==> src/hdl/sots_pkg.sv <==
// Shared types and constants of the second-order plant step block.
package sots_pkg;

  localparam int DT_BITS     = 24;
  localparam int DT_SHIFT    = DT_BITS + 1;
  localparam int MUL_CHUNK   = 32;
  localparam int CHUNK_IDX_W = 1;
  localparam int CFG_IDX_W   = 2;

  typedef enum logic [CFG_IDX_W-1:0] {
    REG_COEF_POSITION = 2'd0,
    REG_COEF_VELOCITY = 2'd1,
    REG_COEF_INPUT    = 2'd2
  } cfg_reg_t;

  typedef enum logic [2:0] {
    PS_INPUT = 3'd0,
    PS_POS   = 3'd1,
    PS_VEL   = 3'd2,
    PS_DTA   = 3'd3,
    PS_DTV   = 3'd4
  } prod_sel_t;

  typedef enum logic [7:0] {
    ST_IDLE  = 8'b0000_0001,
    ST_MUL   = 8'b0000_0010,
    ST_DRAIN = 8'b0000_0100,
    ST_SAT_A = 8'b0000_1000,
    ST_SUM_A = 8'b0001_0000,
    ST_SAT_V = 8'b0010_0000,
    ST_SUM_V = 8'b0100_0000,
    ST_SAT_P = 8'b1000_0000
  } sots_state_t;

  typedef struct packed {
    logic                   capture;
    logic                   mul_en;
    prod_sel_t              sel;
    logic [CHUNK_IDX_W-1:0] chunk;
    logic                   clear;
    logic                   sub;
    logic                   sat_a;
    logic                   sum_a;
    logic                   sat_v;
    logic                   sum_v;
    logic                   sat_p;
  } sots_cmd_t;

endpackage

==> src/hdl/sots_if.sv <==
// Request channel interfaces for the drive input and the position result.
interface sots_in_if import sots_pkg::*; #(
  parameter int DATA_WIDTH = 32
) ();
  logic                         valid;
  logic                         ready;
  logic signed [DATA_WIDTH-1:0] drive;
  logic [DT_BITS-1:0]           step_time;

  modport source (output valid, output drive, output step_time, input ready);
  modport sink   (input valid, input drive, input step_time, output ready);
endinterface

interface sots_out_if #(
  parameter int DATA_WIDTH = 32
) ();
  logic                         valid;
  logic                         ready;
  logic signed [DATA_WIDTH-1:0] position;
  logic                         saturated;

  modport source (output valid, output position, output saturated, input ready);
  modport sink   (input valid, input position, input saturated, output ready);
endinterface

==> src/hdl/sots_ctrl.sv <==
// Sequencer that steps the datapath through products, saturation and state update.
module sots_ctrl import sots_pkg::*; #(
  parameter int DATA_WIDTH = 32
) (
  input  logic      clk,
  input  logic      rst_n,
  input  logic      in_valid,
  output logic      in_ready,
  output logic      out_valid,
  input  logic      out_ready,
  output sots_cmd_t cmd
);

  localparam int B_BITS = (DATA_WIDTH > DT_BITS + 1) ? DATA_WIDTH : DT_BITS + 1;
  localparam int NCH    = (B_BITS + MUL_CHUNK - 1) / MUL_CHUNK;

  sots_state_t            state_r, state_nxt;
  prod_sel_t              sel_r, sel_nxt;
  logic [CHUNK_IDX_W-1:0] chk_r, chk_nxt;
  logic                   out_valid_r, out_valid_nxt;
  logic                   last_chk;

  assign last_chk  = (chk_r == CHUNK_IDX_W'(NCH - 1));
  assign in_ready  = (state_r == ST_IDLE);
  assign out_valid = out_valid_r;

  always_comb begin
    state_nxt     = state_r;
    sel_nxt       = sel_r;
    chk_nxt       = chk_r;
    out_valid_nxt = out_valid_r;
    cmd           = '0;
    cmd.sel       = sel_r;
    cmd.chunk     = chk_r;
    if (out_valid_r && out_ready) begin
      out_valid_nxt = 1'b0;
    end
    unique case (state_r)
      ST_IDLE: begin
        if (in_valid) begin
          cmd.capture = 1'b1;
          sel_nxt     = PS_INPUT;
          chk_nxt     = '0;
          state_nxt   = ST_MUL;
        end
      end
      ST_MUL: begin
        cmd.mul_en = 1'b1;
        cmd.clear  = (chk_r == '0) && (sel_r == PS_INPUT || sel_r == PS_DTA ||
                                       sel_r == PS_DTV);
        cmd.sub    = (sel_r == PS_POS) || (sel_r == PS_VEL);
        if (last_chk) begin
          chk_nxt = '0;
          case (sel_r)
            PS_INPUT: sel_nxt   = PS_POS;
            PS_POS:   sel_nxt   = PS_VEL;
            default:  state_nxt = ST_DRAIN;
          endcase
        end else begin
          chk_nxt = chk_r + 1'b1;
        end
      end
      ST_DRAIN: begin
        case (sel_r)
          PS_VEL:  state_nxt = ST_SAT_A;
          PS_DTA:  state_nxt = ST_SAT_V;
          default: state_nxt = ST_SAT_P;
        endcase
      end
      ST_SAT_A: begin
        cmd.sat_a = 1'b1;
        state_nxt = ST_SUM_A;
      end
      ST_SUM_A: begin
        cmd.sum_a = 1'b1;
        sel_nxt   = PS_DTA;
        state_nxt = ST_MUL;
      end
      ST_SAT_V: begin
        cmd.sat_v = 1'b1;
        state_nxt = ST_SUM_V;
      end
      ST_SUM_V: begin
        cmd.sum_v = 1'b1;
        sel_nxt   = PS_DTV;
        state_nxt = ST_MUL;
      end
      ST_SAT_P: begin
        // hold until the result register is free
        if (!out_valid_r || out_ready) begin
          cmd.sat_p     = 1'b1;
          out_valid_nxt = 1'b1;
          state_nxt     = ST_IDLE;
        end
      end
      default: state_nxt = ST_IDLE;
    endcase
  end

  always_ff @(posedge clk) begin
    if (!rst_n) begin
      state_r     <= ST_IDLE;
      sel_r       <= PS_INPUT;
      chk_r       <= '0;
      out_valid_r <= 1'b0;
    end else begin
      state_r     <= state_nxt;
      sel_r       <= sel_nxt;
      chk_r       <= chk_nxt;
      out_valid_r <= out_valid_nxt;
    end
  end

endmodule

==> src/hdl/sots_dpath.sv <==
// Datapath: coefficients, plant state, shared chunked multiplier and accumulator.
module sots_dpath import sots_pkg::*; #(
  parameter int DATA_WIDTH = 32,
  parameter int FRAC_BITS  = 16
) (
  input  logic                         clk,
  input  logic                         rst_n,
  input  sots_cmd_t                    cmd,
  input  logic signed [DATA_WIDTH-1:0] in_drive,
  input  logic [DT_BITS-1:0]           in_step_time,
  input  logic                         cfg_wr_en,
  input  logic [CFG_IDX_W-1:0]         cfg_index,
  input  logic [DATA_WIDTH-1:0]        cfg_wdata,
  output logic signed [DATA_WIDTH-1:0] out_position,
  output logic                         out_saturated
);

  localparam int W      = DATA_WIDTH;
  localparam int SUM_W  = W + 1;
  localparam int B_BITS = (W > DT_BITS + 1) ? W : DT_BITS + 1;
  localparam int NCH    = (B_BITS + MUL_CHUNK - 1) / MUL_CHUNK;
  localparam int BPAD   = NCH * MUL_CHUNK;
  localparam int PROD_W = SUM_W + MUL_CHUNK + 1;
  localparam int ACC_W  = W + BPAD + 3;

  logic signed [W-1:0]     coef_pos_r, coef_vel_r, coef_in_r;
  logic signed [W-1:0]     pos_r, vel_r, prev_r, tmp_r;
  logic signed [SUM_W-1:0] sum_r;
  logic signed [W-1:0]     drive_r;
  logic [DT_BITS-1:0]      dt_r;
  logic                    sat_flag_r;
  logic signed [W-1:0]     out_pos_r;
  logic                    out_sat_r;

  logic signed [PROD_W-1:0] prod_r;
  logic                     prod_vld_r, prod_sub_r, prod_clr_r;
  logic [CHUNK_IDX_W-1:0]   prod_chk_r;
  logic signed [ACC_W-1:0]  acc_r;

  logic signed [SUM_W-1:0]     a_sel;
  logic signed [BPAD-1:0]      b_sel;
  logic [MUL_CHUNK-1:0]        b_chunk;
  logic signed [MUL_CHUNK:0]   b_chunk_s;
  logic                        b_ext;
  logic signed [PROD_W-1:0]    prod_nxt;
  logic signed [ACC_W-1:0]     term, acc_base, acc_nxt;
  logic signed [ACC_W-1:0]     fin_val;
  logic [W:0]                  fin_sat;

  function automatic logic [W:0] sat_w(input logic signed [ACC_W-1:0] x);
    logic          ovf;
    logic [W-1:0]  v;
    ovf = (x[ACC_W-1:W-1] != {(ACC_W-W+1){x[ACC_W-1]}});
    if (ovf) begin
      v = x[ACC_W-1] ? {1'b1, {(W-1){1'b0}}} : {1'b0, {(W-1){1'b1}}};
    end else begin
      v = x[W-1:0];
    end
    return {ovf, v};
  endfunction

  always_comb begin
    case (cmd.sel)
      PS_INPUT: a_sel = SUM_W'(coef_in_r);
      PS_POS:   a_sel = SUM_W'(coef_pos_r);
      PS_VEL:   a_sel = SUM_W'(coef_vel_r);
      default:  a_sel = sum_r;
    endcase
    case (cmd.sel)
      PS_INPUT: b_sel = BPAD'(drive_r);
      PS_POS:   b_sel = BPAD'(pos_r);
      PS_VEL:   b_sel = BPAD'(vel_r);
      default:  b_sel = signed'(BPAD'(dt_r));
    endcase
  end

  assign b_chunk   = b_sel[int'(cmd.chunk) * MUL_CHUNK +: MUL_CHUNK];
  assign b_ext     = (cmd.chunk == CHUNK_IDX_W'(NCH - 1)) & b_chunk[MUL_CHUNK-1];
  assign b_chunk_s = signed'({b_ext, b_chunk});
  assign prod_nxt  = a_sel * b_chunk_s;

  assign term     = ACC_W'(prod_r) <<< (int'(prod_chk_r) * MUL_CHUNK);
  assign acc_base = prod_clr_r ? '0 : acc_r;
  assign acc_nxt  = prod_sub_r ? acc_base - term : acc_base + term;

  always_comb begin
    if (cmd.sat_a) begin
      fin_val = acc_r >>> FRAC_BITS;
    end else if (cmd.sat_v) begin
      fin_val = ACC_W'(vel_r) + (acc_r >>> DT_SHIFT);
    end else begin
      fin_val = ACC_W'(pos_r) + (acc_r >>> DT_SHIFT);
    end
  end

  assign fin_sat = sat_w(fin_val);

  always_ff @(posedge clk) begin
    if (!rst_n) begin
      coef_pos_r <= '0;
      coef_vel_r <= '0;
      coef_in_r  <= {{(W-1){1'b0}}, 1'b1} << FRAC_BITS;
      pos_r      <= '0;
      vel_r      <= '0;
      prev_r     <= '0;
      sat_flag_r <= 1'b0;
      prod_vld_r <= 1'b0;
    end else begin
      if (cfg_wr_en) begin
        case (cfg_index)
          REG_COEF_POSITION: coef_pos_r <= cfg_wdata;
          REG_COEF_VELOCITY: coef_vel_r <= cfg_wdata;
          REG_COEF_INPUT:    coef_in_r  <= cfg_wdata;
          default: ;
        endcase
      end
      prod_vld_r <= cmd.mul_en;
      if (cmd.capture) begin
        sat_flag_r <= 1'b0;
      end else if (cmd.sat_a || cmd.sat_v) begin
        sat_flag_r <= sat_flag_r | fin_sat[W];
      end
      if (cmd.sum_a) begin
        prev_r <= tmp_r;
      end
      if (cmd.sum_v) begin
        vel_r <= tmp_r;
      end
      if (cmd.sat_p) begin
        pos_r <= fin_sat[W-1:0];
      end
    end
  end

  always_ff @(posedge clk) begin
    if (cmd.capture) begin
      drive_r <= in_drive;
      dt_r    <= in_step_time;
    end
    if (cmd.mul_en) begin
      prod_r     <= prod_nxt;
      prod_sub_r <= cmd.sub;
      prod_clr_r <= cmd.clear;
      prod_chk_r <= cmd.chunk;
    end
    if (prod_vld_r) begin
      acc_r <= acc_nxt;
    end
    if (cmd.sat_a || cmd.sat_v) begin
      tmp_r <= fin_sat[W-1:0];
    end
    if (cmd.sum_a) begin
      sum_r <= SUM_W'(prev_r) + SUM_W'(tmp_r);
    end
    if (cmd.sum_v) begin
      sum_r <= SUM_W'(vel_r) + SUM_W'(tmp_r);
    end
    if (cmd.sat_p) begin
      out_pos_r <= fin_sat[W-1:0];
      out_sat_r <= sat_flag_r | fin_sat[W];
    end
  end

  assign out_position  = out_pos_r;
  assign out_saturated = out_sat_r;

endmodule

==> src/hdl/second_order_system_trapezoid_step.sv <==
// Top level of the second-order plant step block with trapezoid integration.
//
// Each request on in_chan carries a drive value (signed fixed point) and the
// elapsed step time (unsigned Q0.24). The block forms the acceleration from
// the drive and the fed-back position and velocity, integrates velocity and
// position with the trapezoid rule, and returns one request on out_chan with
// the new position and a flag that is set when any value was clamped.
// The coefficients are to be written by the user through the cfg_ port only
// while the block idles; the block itself does not enforce this. An index
// beyond the three registers is dropped. One item is worked at a time. The
// five products run one slice a cycle through a single shared multiplier;
// the slices are the 32-bit parts of the sliced multiplier operand (one
// slice at DATA_WIDTH up to 32). in_chan is ready again once the result is
// registered, so the next item is accepted while the result still waits to
// be taken; if out_chan stalls, the following item holds before it writes
// its new position.
// Reset clears position, velocity and the previous acceleration, sets the
// input gain to one and the other gains to zero.
module second_order_system_trapezoid_step import sots_pkg::*; #(
  parameter int DATA_WIDTH = 32,
  parameter int FRAC_BITS  = 16
) (
  input  logic                  clk,
  input  logic                  rst_n,
  sots_in_if.sink               in_chan,
  sots_out_if.source            out_chan,
  input  logic                  cfg_wr_en,
  input  logic [CFG_IDX_W-1:0]  cfg_index,
  input  logic [DATA_WIDTH-1:0] cfg_wdata
);

  sots_cmd_t cmd;
  logic      in_ready;
  logic      out_valid;

  sots_ctrl #(
    .DATA_WIDTH(DATA_WIDTH)
  ) u_ctrl (
    .clk      (clk),
    .rst_n    (rst_n),
    .in_valid (in_chan.valid),
    .in_ready (in_ready),
    .out_valid(out_valid),
    .out_ready(out_chan.ready),
    .cmd      (cmd)
  );

  sots_dpath #(
    .DATA_WIDTH(DATA_WIDTH),
    .FRAC_BITS (FRAC_BITS)
  ) u_dpath (
    .clk          (clk),
    .rst_n        (rst_n),
    .cmd          (cmd),
    .in_drive     (in_chan.drive),
    .in_step_time (in_chan.step_time),
    .cfg_wr_en    (cfg_wr_en),
    .cfg_index    (cfg_index),
    .cfg_wdata    (cfg_wdata),
    .out_position (out_chan.position),
    .out_saturated(out_chan.saturated)
  );

  assign in_chan.ready  = in_ready;
  assign out_chan.valid = out_valid;

  a_capture_on_accept: assert property (@(posedge clk) disable iff (!rst_n)
    cmd.capture |-> (in_chan.valid && in_ready))
    else $error("item captured without an accepted request");

  a_result_slot_free: assert property (@(posedge clk) disable iff (!rst_n)
    cmd.sat_p |-> (!out_valid || out_chan.ready))
    else $error("result written over a pending request");

  a_result_shown: assert property (@(posedge clk) disable iff (!rst_n)
    cmd.sat_p |=> out_valid)
    else $error("finished result not presented");

  a_one_command: assert property (@(posedge clk) disable iff (!rst_n)
    $onehot0({cmd.capture, cmd.mul_en, cmd.sat_a, cmd.sum_a, cmd.sat_v,
              cmd.sum_v, cmd.sat_p}))
    else $error("more than one datapath command in a cycle");

endmodule
==> src/flat_wrapper.sv <==
// flat-port wrapper written by rule: the top's interface ports become plain ports
module second_order_system_trapezoid_step_flat import sots_pkg::*;
#(
  parameter int DATA_WIDTH = 32,
  parameter int FRAC_BITS  = 16
)
  (clk, rst_n, cfg_wr_en, cfg_index, cfg_wdata, in_chan_valid, in_chan_drive, in_chan_step_time, in_chan_ready, out_chan_valid, out_chan_position, out_chan_saturated, out_chan_ready);
  sots_in_if #(.DATA_WIDTH(DATA_WIDTH)) in_chan_i ();
  sots_out_if #(.DATA_WIDTH(DATA_WIDTH)) out_chan_i ();
  input  logic clk;
  input  logic rst_n;
  input  logic cfg_wr_en;
  input  logic [CFG_IDX_W-1:0] cfg_index;
  input  logic [DATA_WIDTH-1:0] cfg_wdata;
  input wire logic [$bits(in_chan_i.valid)-1:0] in_chan_valid;
  input wire logic [$bits(in_chan_i.drive)-1:0] in_chan_drive;
  input wire logic [$bits(in_chan_i.step_time)-1:0] in_chan_step_time;
  output wire logic [$bits(in_chan_i.ready)-1:0] in_chan_ready;
  output wire logic [$bits(out_chan_i.valid)-1:0] out_chan_valid;
  output wire logic [$bits(out_chan_i.position)-1:0] out_chan_position;
  output wire logic [$bits(out_chan_i.saturated)-1:0] out_chan_saturated;
  input wire logic [$bits(out_chan_i.ready)-1:0] out_chan_ready;
  assign in_chan_i.valid = in_chan_valid;
  assign in_chan_i.drive = in_chan_drive;
  assign in_chan_i.step_time = in_chan_step_time;
  assign in_chan_ready = in_chan_i.ready;
  assign out_chan_valid = out_chan_i.valid;
  assign out_chan_position = out_chan_i.position;
  assign out_chan_saturated = out_chan_i.saturated;
  assign out_chan_i.ready = out_chan_ready;
  second_order_system_trapezoid_step #(.DATA_WIDTH(DATA_WIDTH), .FRAC_BITS(FRAC_BITS)) u_core (.clk(clk), .rst_n(rst_n), .in_chan(in_chan_i), .out_chan(out_chan_i), .cfg_wr_en(cfg_wr_en), .cfg_index(cfg_index), .cfg_wdata(cfg_wdata));
endmodule
==> config.mk <==
export PLATFORM = sky130hd
export DESIGN_NAME = second_order_system_trapezoid_step_flat
export DESIGN_NICKNAME = d
export VERILOG_FILES = /design/src/hdl/sots_pkg.sv /design/src/hdl/sots_if.sv /design/src/hdl/sots_ctrl.sv /design/src/hdl/sots_dpath.sv /design/src/hdl/second_order_system_trapezoid_step.sv /design/src/flat_wrapper.sv
export SDC_FILE = /design/constraint.sdc
export NUM_CORES = 2
export LEC_CHECK = 0
export ABC_AREA = 1
export BUFFER_PORTS_ARGS = -buffer_cell sky130_fd_sc_hd__clkbuf_2
export CAP_MARGIN = 25
export CORE_ASPECT_RATIO = 0.7
export CORE_MARGIN = 1
export CORE_UTILIZATION = 30
export CTS_CLUSTER_SIZE = 20
export DETAILED_ROUTE_END_ITERATION = 12
export PLACE_DENSITY = 0.52
export SYNTH_ARGS = -nofsm -noshare
export SYNTH_HDL_FRONTEND = slang
export SYNTH_SLANG_ARGS = --single-unit
export TNS_END_PERCENT = 5
==> constraint.sdc <==
create_clock -name clk -period 21.5 [get_ports clk]
set_clock_uncertainty 0.2 [all_clocks]
set_input_delay 1.075 -clock clk [delete_from_list [all_inputs] [get_ports clk]]
set_output_delay 1.075 -clock clk [all_outputs]
set_load 0.02 [all_outputs]
### Yosys cells after proc, flatten, opt, wreduce, memory -nomap -nowiden

Cells that the tools add are included.

| word-level totals | value |
|---|---|
| register bits after elaboration | 497 |
| memories kept | 0 |
| word-level logic and storage cells | 114 |
| bits in writable memories | 0 |
| bits in read-only memories | 0 |
| input bits | 95 |
| bits in latches | 0 |

| cells by class | value |
|---|---|
| shift-type cells | 2 |
| bitwise logic cells | 4 |
| equal/unequal tests | 20 |
| divide/modulo/power cells | 0 |
| multiply operators | 1 |
| magnitude comparators | 0 |
| $add $sub $neg | 7 |
| reduce and logical (&&, ||, !) cells | 22 |
| mux-type cells | 35 |

Operators by type and width:

| cell | count |
|---|---|
| 67-bit two-way mux | 4 |
| 33-bit case mux with 3 select lines | 1 |
| 32-bit case mux with 3 select lines | 1 |
| 32-bit by 42-bit adder with 43-bit output | 2 |
| 67-bit adder | 1 |
| 66-bit by 6-bit <<< shifter with 67-bit output | 1 |
| 67-bit subtractor | 1 |
| 32-bit by 32-bit adder with 33-bit output | 2 |
| 33-bit by 33-bit multiplier with 66-bit output | 1 |
| 33-bit two-way mux | 2 |
| 32-bit two-way mux | 2 |
| 8-bit case mux with 7 select lines | 1 |
| 35-bit != test | 1 |
| 8-bit two-way mux | 4 |
| 32-bit by 7-bit variable part select with 32-bit output | 1 |
| 8-bit case mux with 2 select lines | 1 |
| 1-bit two-way mux | 14 |
| 3-bit case mux with 4 select lines | 1 |
| 8-bit by 1-bit equality test with 1-bit output (second input constant) | 1 |
| 8-bit by 2-bit equality test with 1-bit output (second input constant) | 1 |
| 8-bit by 3-bit equality test with 1-bit output (second input constant) | 1 |
| 8-bit by 4-bit equality test with 1-bit output (second input constant) | 1 |
| 8-bit by 5-bit equality test with 1-bit output (second input constant) | 1 |
| 8-bit by 6-bit equality test with 1-bit output (second input constant) | 1 |
| other kinds (26) | 44 |

### Logic depth before layout (Yosys ltp)

| depth | value |
|---|---|
| depth in word-level cells | 6 |
| depth in mapped cells | 44 |

### Cells and area by module

A second synthesis with hierarchy kept.

| unflattened totals | value |
|---|---|
| cell total of the unflattened synthesis | 8801 |
| area total of the unflattened synthesis | 70019.7 µm² |

Modules (own cells, without submodules):

| module | times used | area each (µm²) | cells an instance | sequential area each (µm²) |
|---|---|---|---|---|
| sots_dpath | 1 | 69273.9 | 8690 | 12592.1 |
| sots_ctrl | 1 | 745.7 | 111 | 240.2 |

### Least setup slack after synthesis

OpenSTA, ideal clock, no wires.

| timing | value |
|---|---|
| path type | reg-to-reg |
| from | register u_core.u_ctrl.sel_r[0] |
| to | register u_core.u_dpath.prod_r[64], data pin |
| cell stages (with the launch flop) | 36 |
| data arrival time | 8.381 ns |
| data required time | 21.042 ns |
| library setup time | 0.258 ns |
| setup slack | 12.661 ns |
| clock period less this slack | 8.839 ns |
| cell sequence | dfxtp_1 nor2_1 inv_1 nor2_2 inv_2 nand2_1 nor2_4 inv_2 buf_2 nor2_1 nor2_1 inv_2 clkbuf_1 nor2_1 fa_1 fa_1 fa_1 inv_1 fa_1 inv_1 fa_1 fa_1 fa_1 inv_1 fa_1 inv_1 ha_1 a21oi_1 inv_1 a31oi_1 o21ai_0 nand3_1 o211ai_1 a21oi_1 nand2_1 xor2_1 |

| between the ends | value |
|---|---|
| word-level cells in the longest chain between the ends | 5 |
| elaborated cells on any way between the ends | 8 |
| those cells by class | mul: 1; eq/ne: 2; shift: 1; mux: 2; bitwise: 1; reduce/logical: 1 |

RTL lines:

| item | line | source |
|---|---|---|
| start, declared | sots_ctrl.sv:18 | `prod_sel_t sel_r, sel_nxt;` |
| start signal, assigned | sots_ctrl.sv:108 | `sel_r <= sel_nxt;` |
| 3-bit by 2-bit equality test with 1-bit output (tied with other cells) | sots_dpath.sv:63, sots_dpath.sv:69 |  |
| 32-bit case mux with 3 select lines | sots_dpath.sv:69 | `case (cmd.sel)` |
| 32-bit by 7-bit variable part select with 32-bit output | sots_dpath.sv:77 | `assign b_chunk = b_sel[int'(cmd.chunk) * MUL_CHUNK +: MUL_CHUNK];` |
| 1-bit bitwise AND | sots_dpath.sv:78 | `assign b_ext = (cmd.chunk == CHUNK_IDX_W'(NCH - 1)) & b_chunk[MUL_CHUNK-1];` |
| 33-bit by 33-bit multiplier with 66-bit output * | sots_dpath.sv:80 | `assign prod_nxt = a_sel * b_chunk_s;` |
| named net u_core.u_dpath.prod_nxt[64] | sots_dpath.sv:45 | `logic signed [PROD_W-1:0] prod_nxt;` |
| end signal, assigned | sots_dpath.sv:141 | `prod_r <= prod_nxt;` |
| end, declared | sots_dpath.sv:35 | `logic signed [PROD_W-1:0] prod_r;` |

The timed path passes the listed nets; every way through them passes the cells marked *.
A chain may end at the register's enable or synchronous reset.

### Worst setup path after layout

Same ends and word-level chain as after synthesis.

==> results.md <==
Detailed routing:
- The overall via count from detail_route is 59300.
- For this run, design rule violations remaining after detail routing come to 0.
- Dividing the detail-routed wire length by the instance count gives 24.2 µm.
- The number of nets with antenna violations after routing is 0.
- The number of iterations in the first detailed-routing pass is 9.
- Summed over all layers, the routed wires come to 283000 µm.
- For this block, the initial DRC count from the detailed router was 7228.
- After detailed routing, the number of vias per cell comes to between 5 and 6.

Logic synthesis:
- The synthesized netlist net count is approximately 10000.
- Sequential cells were found to cover 18.5% of the synthesized design area.
- Counting flops with a built-in enable in the synthesized netlist gives just under 300.
- Counting flops and latches in the post-synthesis netlist gives 495.
- The average cell area after synthesis is between 8 and 9 µm².
- The synthesized cell area is 0.0691 mm².
- The synthesized netlist contains 60 unique library cells.
- For this run, the leading register cell type out of synthesis is sky130_fd_sc_hd__edfxtp_1.
- Counting every instance in the synthesized netlist gives about 8600.
- Yosys printed 0 warnings.
- Counting flops with an async set or reset pin after synthesis yields a share of 0%.

Global routing:
- The layer with the highest usage after global routing is met1.
- The via count of the first global-routing pass was 58400.
- Entering global routing, the biggest net connects 96 pins.
- Summed over all layers, the global routing overflow is 0.
- The first global-routing pass estimated 411000 µm of wire.
- The global routing met1 resource utilization is 37.9%.
- Global routing used 24.3% of the available tracks across all layers.
- Global routing consumed, on the met3 layer, 8.34% of the routing resources.
- The global routing usage on met2 is 31.6%.
- The initial antenna violation count is 26.

STA:
- Setup repair after global routing left no endpoint under its margin.
- The worst slew margin relative to its limit is 28.6%.
- The smallest clock period supported by the final layout is computed as between 10000 and 15000 ps.
- At the pin with the least slew margin, the transition time is 1070 ps.
- After layout, the worst path uses 60.9% of the clock period.
- Setup violations remaining at the end of the flow were counted as 0.
- Summed over all failing endpoints, the final setup total negative slack is 0 ps.
- The final max-slew violation count is 0.
- The final count of hold timing violations is 0.
- The timing-limited maximum frequency is 0.0763 GHz.
- The tightest hold path in the finished design has a slack of 251 ps.

Worst setup path:
- STA classifies the critical path startpoint as a register.
- The endpoint kind of the worst setup timing path is a register.
- The slowest stage of the critical path is the sky130_fd_sc_hd__fa_1 cell.
- In this run the worst setup path begins at u_core.u_ctrl.sel_r[0].
- At the worst endpoint, the required time is 21720 ps.
- In this run the worst path has a maximum fanout of 50.
- For this run, the slowest stage of the critical path takes approximately 940 ps.
- The worst register-to-register path begins at u_core.u_ctrl.sel_r[0].
- STA puts the critical path data arrival time at 13320 ps.
- By startpoint and endpoint, the worst setup path is classified as register to register.
- By instance count, the cell type seen most on the critical path is sky130_fd_sc_hd__fa_1.

CTS:
- The number of buffers on the longest clock path is 3.
- Clock-pin slew was measured on the worst setup and hold paths at 70 ps.
- The clock latency reported for the late side of the worst-skew pair is between 700 and 800 ps.
- The CTS buffer count is 55.
- The root buffer cell chosen for the clock tree is sky130_fd_sc_hd__clkbuf_16.
- Clock tree synthesis found a total of 495 sinks.
- The H-tree level count is 2.
- TritonCTS built the clock tree.
- The number of post-CTS setup repair buffers is 0.
- The number of hold buffers added after cts is 0.
- Gates resized during post-CTS repair numbered 0.

Die:
- The core box area is 0.228 mm².
- The initial core utilization is between 30% and 40%.
- between 100 and 150 I/O pins were placed.
- The horizontal die dimension is 576 µm.
- The y dimension of the die is 404 µm.
- The number of core rows is 146.
- The die outline area is 0.232 mm².

Placement:
- The quantity of I/O buffers inserted on ports is 129.
- The routability congestion estimate from global placement is 0.999.
- Summed over all nets, the half-perimeter wirelength after detailed placement is 235000 µm.
- The number of placed instances, taps included, is 11600.

Hold path:
- The min-delay analysis places its worst path in the category register to register.
- The startpoint identified for the worst hold timing path is u_core.u_dpath.coef_in_r[21].

Run:
- The number of max-cap violations is 0.

Layout:
- The share of layout cells above drive strength 1 is between 5 and 6%.
- From synthesis to final layout, the design area changed by 9.48%.
- After the last flow step, the layout net total stands at around 10000.
- The layout filler cell count is 24300.
- The finished layout holds 11700 standard cells, fillers aside.
- The share of the core filled with cells is 33.2%.
- The multi-input combinational cell area is 0.0482 mm².
- The area occupied by registers is between 0.01 and 0.015 mm².

Run status:
- The run finished with clean final reports.
[routing by layer]
metal	up-vias	share of wire, %
li1	26100	-
met1	29800	47
met2	3138	37
met3	290	14
met4	10	1.9
met5	-	0.020
[synthesized netlist by cell type, drive strengths merged, types with 59 or more instances]
cell type  count  share of area [%]
inv         1874                 10
nand2       1479                8.1
nor2        1248                6.9
fa          1148                 33
a21oi        416                3.0
o21ai        416                3.1
ha           358                6.5
edfxtp       289                 13
dfxtp        206                6.0
clkbuf       201                1.1
xor2         166                2.1
nand3        162                1.4
xnor2         95                1.2
buf           90               0.67
nand4         63               0.57
a31oi         59               0.53
[cells in the final DEF (no fill, tap or decap), types with 49 or more instances in the layout]
cell / netlist / routed
sky130_fd_sc_hd__clkbuf_2: 0 / 128
sky130_fd_sc_hd__xnor2_1: 95 / 95
sky130_fd_sc_hd__dfxtp_1: 206 / 205
sky130_fd_sc_hd__nand4_1: 63 / 63
sky130_fd_sc_hd__xor2_1: 166 / 166
sky130_fd_sc_hd__nor3_1: 51 / 49
sky130_fd_sc_hd__nand2_1: 1468 / 1467
sky130_fd_sc_hd__buf_4: 6 / 134
sky130_fd_sc_hd__o21ai_0: 392 / 384
sky130_fd_sc_hd__inv_1: 1855 / 1853
sky130_fd_sc_hd__nor2_1: 1230 / 1226
sky130_fd_sc_hd__ha_1: 358 / 358
sky130_fd_sc_hd__clkbuf_16: 0 / 56
sky130_fd_sc_hd__fa_1: 1148 / 1148
sky130_fd_sc_hd__a21oi_1: 414 / 411
sky130_fd_sc_hd__a31oi_1: 59 / 59
sky130_fd_sc_hd__nand3_1: 137 / 135
sky130_fd_sc_hd__edfxtp_1: 289 / 289
[final cells by class]
class                   count  area share [%]
clock buffers              72            2.00
multi-input cells        5879            63.7
diodes                      7          0.0232
repair buffers            266            2.27
inverters                1894            9.40
clock inverters            32           0.686
flip-flops and latches    495            16.9
well taps                3034            5.02
[cells by family (layout without fill, tap and decap cells)]
family	after synthesis	count (layout)	share of synthesized area (%)
and+or+nand+nor	3054	3054	17.8
buffers and inverters	2185	2264	12.1
adders and majority gates	1506	1506	39.7
AOI/OAI and AO/OA	1058	1058	8.60
DFF	495	495	18.5
xor gates and xnor gates	261	261	3.31
other	0	7	0
[final timing paths]
kind	endpoint	slack, ps	cells past startpoint
setup / recovery	u_core.u_dpath.prod_r[64]	8400	33
hold reg to reg	u_core.u_dpath.coef_in_r[21]	250	2
hold / removal	u_core.u_dpath.coef_in_r[21]	250	2
setup reg to reg	u_core.u_dpath.prod_r[64]	8400	33
[stage by stage]
| stage | cell area, µm² | setup slack, ps |
|---|---|---|
| after global placement | 73500 | 8900 |
| after CTS | 75600 | 8680 |
| after global routing | 75600 | 7940 |
| after detailed placement | 73500 | 8710 |
| final | 75600 | 8400 |
| after floorplan | 69100 | 12660 |
[worst max-delay path: cells and delay by family, from the launching register on]
| family | cells | cell delay [ps] |
|---|---|---|
| flops | 1 | 420 |
| fa+ha+maj | 9 | 5070 |
| xor+xnor | 1 | 140 |
| simple gates | 9 | 2510 |
| buf+inv | 10 | 2990 |
| compound gates | 4 | 1360 |
[flip-flops by register name, indices dropped and copies added, names as in the netlist, 8 cells and up]
name	cells
u_core.u_dpath.tmp_r	32
u_core.u_dpath.coef_vel_r	32
u_core.u_ctrl.state_r	8
u_core.u_dpath.coef_in_r	32
u_core.u_dpath.prod_r	66
u_core.u_dpath.coef_pos_r	32
u_core.u_dpath.acc_r	67
u_core.u_dpath.dt_r	24
u_core.u_dpath.vel_r	32
u_core.u_dpath.drive_r	32
u_core.u_dpath.pos_r	32
u_core.u_dpath.prev_r	32
u_core.u_dpath.out_position	32
u_core.u_dpath.sum_r	33
Power is left out: the tool's default activity adds up to more than one toggle a clock period on the data nets, which glitch-free logic cannot reach.
